[config.mk]
export PLATFORM = sky130hd
export DESIGN_NAME = tbd_ctrl
export DESIGN_NICKNAME = d
export VERILOG_FILES = /design/src/tbd_pkg.sv /design/src/tbd_ctrl.sv
export SDC_FILE = /design/constraint.sdc
export NUM_CORES = 1
export LEC_CHECK = 0
export BUFFER_PORTS_ARGS = -buffer_cell sky130_fd_sc_hd__buf_2
export CORE_MARGIN = 2
export CORE_UTILIZATION = 40
export DETAILED_ROUTE_END_ITERATION = 8
export HOLD_SLACK_MARGIN = 0.1
export RECOVER_POWER = 50
export SYNTH_ARGS = -nofsm -noshare
export SYNTH_HDL_FRONTEND = slang
export SYNTH_SLANG_ARGS = --single-unit
[constraint.sdc]
create_clock -name clk -period 2.2 [get_ports clk]
set_input_delay 0.33 -clock clk [delete_from_list [all_inputs] [get_ports clk]]
set_output_delay 0.33 -clock clk [all_outputs]
set_load 0.01 [all_outputs]
[src/tbd_pkg.sv]
// Package for the toroidal blur block: command and state types, register
// indexes, field widths and arithmetic constants. No dependencies.

package tbd_pkg;

	localparam int MAX_WIDTH_LOG2_DEF  = 8;
	localparam int MAX_HEIGHT_LOG2_DEF = 8;

	localparam int CELL_W  = 32;
	localparam int LOG2_W  = 4;
	localparam int DECAY_W = 17;
	localparam int ACC_W   = CELL_W + 4;
	localparam int DIGIT_W = 17;
	localparam int CUR_W   = DIGIT_W + 2;
	localparam int RECIP_W = 20;
	localparam int RECIP_SHIFT = 21;
	localparam int PROD_W  = CELL_W + DECAY_W;

	localparam logic [RECIP_W-1:0] RECIP_3 = RECIP_W'(699051);

	localparam logic [LOG2_W-1:0]  WIDTH_LOG2_RST  = LOG2_W'(8);
	localparam logic [LOG2_W-1:0]  HEIGHT_LOG2_RST = LOG2_W'(8);
	localparam logic [DECAY_W-1:0] DECAY_RST       = DECAY_W'(65536);

	localparam logic [1:0] REG_WIDTH_LOG2  = 2'd0;
	localparam logic [1:0] REG_HEIGHT_LOG2 = 2'd1;
	localparam logic [1:0] REG_DECAY       = 2'd2;

	localparam logic CMD_WRITE   = 1'b0;
	localparam logic CMD_COMPUTE = 1'b1;
	localparam logic KIND_ACK    = 1'b0;
	localparam logic KIND_BLUR   = 1'b1;

	localparam logic [1:0] TAP_LOW  = 2'd0;
	localparam logic [1:0] TAP_MID  = 2'd1;
	localparam logic [1:0] TAP_HIGH = 2'd2;

	typedef enum logic [2:0] {
		ST_IDLE,
		ST_WRITE,
		ST_READ,
		ST_DRAIN,
		ST_DIV_HI,
		ST_DIV_LO,
		ST_MUL,
		ST_DONE
	} state_t;

	typedef struct packed {
		logic       load;
		logic       mem_write;
		logic       mem_read;
		logic [1:0] row_sel;
		logic [1:0] col_sel;
		logic       div_en;
		logic       div_lo;
		logic       mul_en;
		logic       out_load;
	} dp_cmd_t;

endpackage

[src/tbd_ctrl.sv]
// Controller state machine of the toroidal blur block.
// Sequences writes, the nine neighborhood reads, divide, scale and output.
// Depends on tbd_pkg.

module tbd_ctrl (
	input  logic              clk,
	input  logic              arst_n,
	input  logic              req_valid,
	output logic              req_ready,
	input  logic              req_cmd,
	output logic              rsp_valid,
	input  logic              rsp_ready,
	output tbd_pkg::dp_cmd_t  dp_cmd
);
	import tbd_pkg::*;

	state_t     state_q, state_d;
	logic [1:0] row_q, row_d;
	logic [1:0] col_q, col_d;
	logic       rsp_valid_q;

	always_ff @(posedge clk or negedge arst_n) begin
		if (!arst_n) begin
			state_q     <= ST_IDLE;
			row_q       <= TAP_LOW;
			col_q       <= TAP_LOW;
			rsp_valid_q <= 1'b0;
		end else begin
			state_q <= state_d;
			row_q   <= row_d;
			col_q   <= col_d;
			if (dp_cmd.out_load) begin
				rsp_valid_q <= 1'b1;
			end else if (rsp_ready) begin
				rsp_valid_q <= 1'b0;
			end
		end
	end

	always_comb begin
		state_d   = state_q;
		row_d     = row_q;
		col_d     = col_q;
		req_ready = 1'b0;
		dp_cmd    = '0;
		dp_cmd.row_sel = row_q;
		dp_cmd.col_sel = col_q;
		case (state_q)
			ST_IDLE: begin
				req_ready = 1'b1;
				if (req_valid) begin
					dp_cmd.load = 1'b1;
					row_d = TAP_LOW;
					col_d = TAP_LOW;
					state_d = (req_cmd == CMD_COMPUTE) ? ST_READ : ST_WRITE;
				end
			end
			ST_WRITE: begin
				dp_cmd.mem_write = 1'b1;
				dp_cmd.row_sel   = TAP_MID;
				dp_cmd.col_sel   = TAP_MID;
				state_d = ST_DONE;
			end
			ST_READ: begin
				dp_cmd.mem_read = 1'b1;
				if (col_q == TAP_HIGH) begin
					col_d = TAP_LOW;
					if (row_q == TAP_HIGH) begin
						state_d = ST_DRAIN;
					end else begin
						row_d = row_q + 2'd1;
					end
				end else begin
					col_d = col_q + 2'd1;
				end
			end
			ST_DRAIN: begin
				state_d = ST_DIV_HI;
			end
			ST_DIV_HI: begin
				dp_cmd.div_en = 1'b1;
				state_d = ST_DIV_LO;
			end
			ST_DIV_LO: begin
				dp_cmd.div_en = 1'b1;
				dp_cmd.div_lo = 1'b1;
				state_d = ST_MUL;
			end
			ST_MUL: begin
				dp_cmd.mul_en = 1'b1;
				state_d = ST_DONE;
			end
			ST_DONE: begin
				if (!rsp_valid_q || rsp_ready) begin
					dp_cmd.out_load = 1'b1;
					state_d = ST_IDLE;
				end
			end
			default: begin
				state_d = ST_IDLE;
			end
		endcase
	end

	assign rsp_valid = rsp_valid_q;

	assert property (@(posedge clk) disable iff (!arst_n)
		dp_cmd.out_load |-> (!rsp_valid_q || rsp_ready))
		else $error("A waiting result would be overwritten.");

	assert property (@(posedge clk) disable iff (!arst_n)
		(req_valid && req_ready) |=> !req_ready)
		else $error("A new transaction was taken while one is in work.");

	assert property (@(posedge clk) disable iff (!arst_n)
		$onehot0({dp_cmd.load, dp_cmd.mem_write, dp_cmd.mem_read, dp_cmd.div_en,
			dp_cmd.mul_en, dp_cmd.out_load}))
		else $error("Conflicting datapath commands.");

	assert property (@(posedge clk) disable iff (!arst_n)
		(state_q == ST_DIV_HI) |-> ($past(state_q) == ST_DRAIN))
		else $error("Divide started before the last read was summed.");

	assert property (@(posedge clk) disable iff (!arst_n)
		dp_cmd.out_load |=> rsp_valid)
		else $error("Loaded result is not presented.");

endmodule

==> flow_summary.rst <==
.. list-table::
   :header-rows: 1

   * - Metric
     - Value
   * - Status
     - finished clean
   * - Max Root-Sink Buffers
     - 2
   * - Post CTS Setup Buffer Count
     - 0
   * - Library cell with the largest summed area after synthesis
     - dfrtp_1
   * - Total clock sinks
     - 8
   * - Distinct cell type count after synthesis
     - 30
   * - Number of cells after detailed placement
     - 104
   * - Reported max-cap violation count
     - 0
   * - Router iterations before antenna repair
     - 3
   * - Post-cts repair resize count
     - 0
   * - Detail Route Antenna Nets
     - 0
   * - Transition at the pin with the smallest max-transition slack
     - 0.477 ns
   * - Post-Syn Area
     - 661 µm²
   * - Cell family with most CP delay
     - flip-flops
   * - Remaining global-route overflow
     - 0
   * - Type of the setup path with the least slack
     - reg -> out
   * - Synth warn
     - 0
   * - Compound-cell area share of the yosys netlist
     - 0.146
   * - Number of global-route vias before repair
     - 527
   * - Final Hold Violating Endpoints
     - 0
   * - Clock root buffer
     - clkbuf_4
   * - Total Negative Setup Slacks
     - 0 ns
   * - Detailed-route vias per instance
     - 5.32
   * - Reg clk slew, reported paths
     - 0.05 ns
   * - Count of boundary I/O pins
     - 18
   * - Final antenna diode count
     - 0
   * - Post-synthesis cell count
     - 73
   * - Power per Cell Area
     - 1590 nW/µm²
   * - Final setup violation count
     - 0
   * - Unrepaired setup endpoints after global routing
     - no
   * - Die Span Y
     - 44.6 µm
   * - Initial standard-cell utilization of the core
     - 0.433
   * - Drc violations
     - 0
   * - XOR/XNOR Fraction of Synth Area
     - 0
   * - Endpoint kind of the worst setup timing path
     - primary output
   * - Hold buffer count at CTS
     - 1
   * - Cell chain of the critical path
     - inv_1 -> ha_1 -> nor2b_1 -> and2_1 -> buf_2
   * - Worst VDD drop
     - 0.652 mV
   * - CTS tree
     - done
   * - Average wire per cell in the routed design
     - 12.3 µm
   * - Delay of the slowest cell on the worst path
     - 0.42 ns
   * - Maximum level of the CTS H-tree
     - 1
   * - Worst slew margin relative to its limit
     - 0.682
   * - WHS Path Cells
     - 3
   * - Simple-gate share of the synthesized area
     - 0.259
   * - CP Data Arrival Time
     - 1.59 ns
   * - Drt initial violations
     - 3
   * - Adder-Cell Fraction of Synth Area
     - 0.133
   * - Standard cell core area
     - 1520 µm²
   * - Die outline area
     - 1990 µm²
   * - Total Power
     - 1240 µW
   * - Worst Hold Class
     - in -> reg
   * - Non-filler instance count after layout
     - 108
   * - Site Rows
     - 14
   * - Time the worst path needs with I/O delays and setup
     - 1.92 ns
   * - Length in cells of the worst reg-to-reg path
     - 6
   * - Pin count of the biggest net entering global routing
     - 19
   * - Worst EP required
     - 1.87 ns
   * - Clock insertion delay at the later pin of the skew report
     - 0.25 ns
   * - Layout-stage area growth over the synthesis result
     - 17.8%
   * - Worst clock skew on the final layout
     - 0.000413 ns
   * - Dominant cells by area after synthesis
     - dfrtp_1, ha_1, mux2i_1
   * - DIE WIDTH
     - 44.6 µm
   * - Hold Worst Slack
     - 0.385 ns
   * - Wire length of the first global-routing pass
     - 2280 µm
   * - Fmax
     - 522 MHz
   * - Total Routing Usage GR
     - 0.162
   * - Share of synthesized area spent on multiplexers
     - 0.106
   * - Detailed-placement wirelength estimate
     - 1070 µm
   * - Cell type of the slowest stage on the worst timing path
     - dfrtp_1
   * - Ratio of cells with drive above 1 in the final layout
     - 0.250
   * - Synth Net Count
     - 85
   * - Share of the clock period used by the worst path after layout
     - 0.871
   * - Main combinational cell family by area after synthesis
     - simple AND/OR/NAND/NOR gates
   * - Startpoint type of the worst setup path
     - flip-flop
   * - Cell leakage power
     - 0.000410 µW
   * - Critical Path Stages
     - 5
   * - Number of max-slew violations in the final report
     - 0
   * - Final #Nets
     - 106
   * - Maximum fanout along the worst path
     - 8
   * - Portion of synthesized cell area occupied by the leading cell type
     - 0.303
   * - Post-detailed-routing wire length
     - 1330 µm
   * - Fraction of the yosys area taken by sequential cells
     - 0.303
   * - Number of port buffers
     - 17
   * - CTS buffer count
     - 3
   * - Worst path bufs/invs
     - 2
   * - Register bit total from synthesis
     - 8
   * - Via count
     - 575
   * - Placer congestion estimate
     - 0.699
   * - Number of antenna violations at the first check in global routing
     - 0
   * - Syn Area/Cell
     - 9.05 µm²
   * - Utilization after layout
     - 0.511
## layer usage
| layer | vias to the layer above | global-route usage | routed length, µm |
|---|---|---|---|
| li1 | 293 | - | - |
| met1 | 272 | 0.171 | 579 |
| met4 | 0 | 0.0364 | 0 |
| met2 | 10 | 0.290 | 683 |
| met5 | - | 0 | 0 |
| met3 | 0 | 0.0735 | 64 |
## cell usage in the layout, fill, tap and decap left out, types with 3 or more instances in the layout
master    netlist  routed
nand2_1         8       8
and2_1          4       3
nor2b_1         3       3
nand2b_1        6       6
ha_1            7       7
clkbuf_4        0       3
nor2_1          3       3
buf_2           1      15
inv_1           5       6
mux2i_1         4       4
dfrtp_1         8       8
## worst reg2reg max path, delay by kind of cell, from the launching register on
kind	cells	cell delay, ns
flip-flops	1	0.42
AO/OA/AOI/OAI	1	0.36
buffers and inverters	2	0.30
adder cells (fa/ha/maj)	1	0.30
multiplexers	1	0.30
AND/OR/NAND/NOR	1	0.10
## registers in the layout, summed over array words and instances (netlist names)
name       flops
col_q          2
row_q          2
rsp_valid      1
state_q        3
## where the power goes
group	switching (µW)	leakage, µW	internal [µW]	total [µW]
combinational	430	0.000295	380	811
clock	46.9	0.0000138	62.2	109
sequential	96.7	0.000101	220	317
## cell families after synthesis
logic type	count (synthesis)
multiplexers	6
adder cells (fa/ha/maj)	7
AO/OA/AOI/OAI	13
AND/OR/NAND/NOR	31
buffers and inverters	8
flip-flops	8
## path summary, 6_finish.rpt
kind / from / end / slack (ns)
min reg2reg: rsp_valid / rsp_valid / 0.55
max in group asynchronous: arst_n / state_q[0] / 1.39
min: req_valid / col_q[1] / 0.38
min in group asynchronous: arst_n / col_q[1] / 0.52
max: state_q[0] / dp_cmd[10] / 0.28
max reg2reg: state_q[0] / state_q[0] / 0.30
## stage by stage
stage / setup WS (ns) / cell area, µm²
after floorplan: 0.439 / 661
after global placement: 0.363 / 753
after detailed placement: 0.343 / 753
after CTS: 0.267 / 786
after global routing: 0.102 / 778
final: 0.283 / 778
## Yosys cell counts
library cell  number
nand2_2            1
nor3b_1            1
a211oi_1           1
dfrtp_1            8
nor2b_1            3
a31oi_1            1
mux2_4             2
inv_2              1
nand2_1            8
buf_4              1
inv_1              5
nor3_1             1
o21a_1             1
and2_2             1
a21oi_2            1
a32oi_1            1
nand2b_1           6
nor4_1             2
o221ai_1           1
nor2_1             3
nor3_2             1
and2_1             4
a22oi_1            1
mux2i_1            4
a2bb2oi_1          1
buf_2              1
o32a_1             1
ha_1               7
o21ai_0            2
o22ai_1            2
## layout make-up
class                      instances  area (µm²)
fill                             157         746
multi-input combinational         57         420
sequential                         8         200
timing repair buffer              18        92.6
clock buffer                       3        22.5
inverter                           6        22.5
tap                               16        20.0
Power figures use the tool's default switching activity.
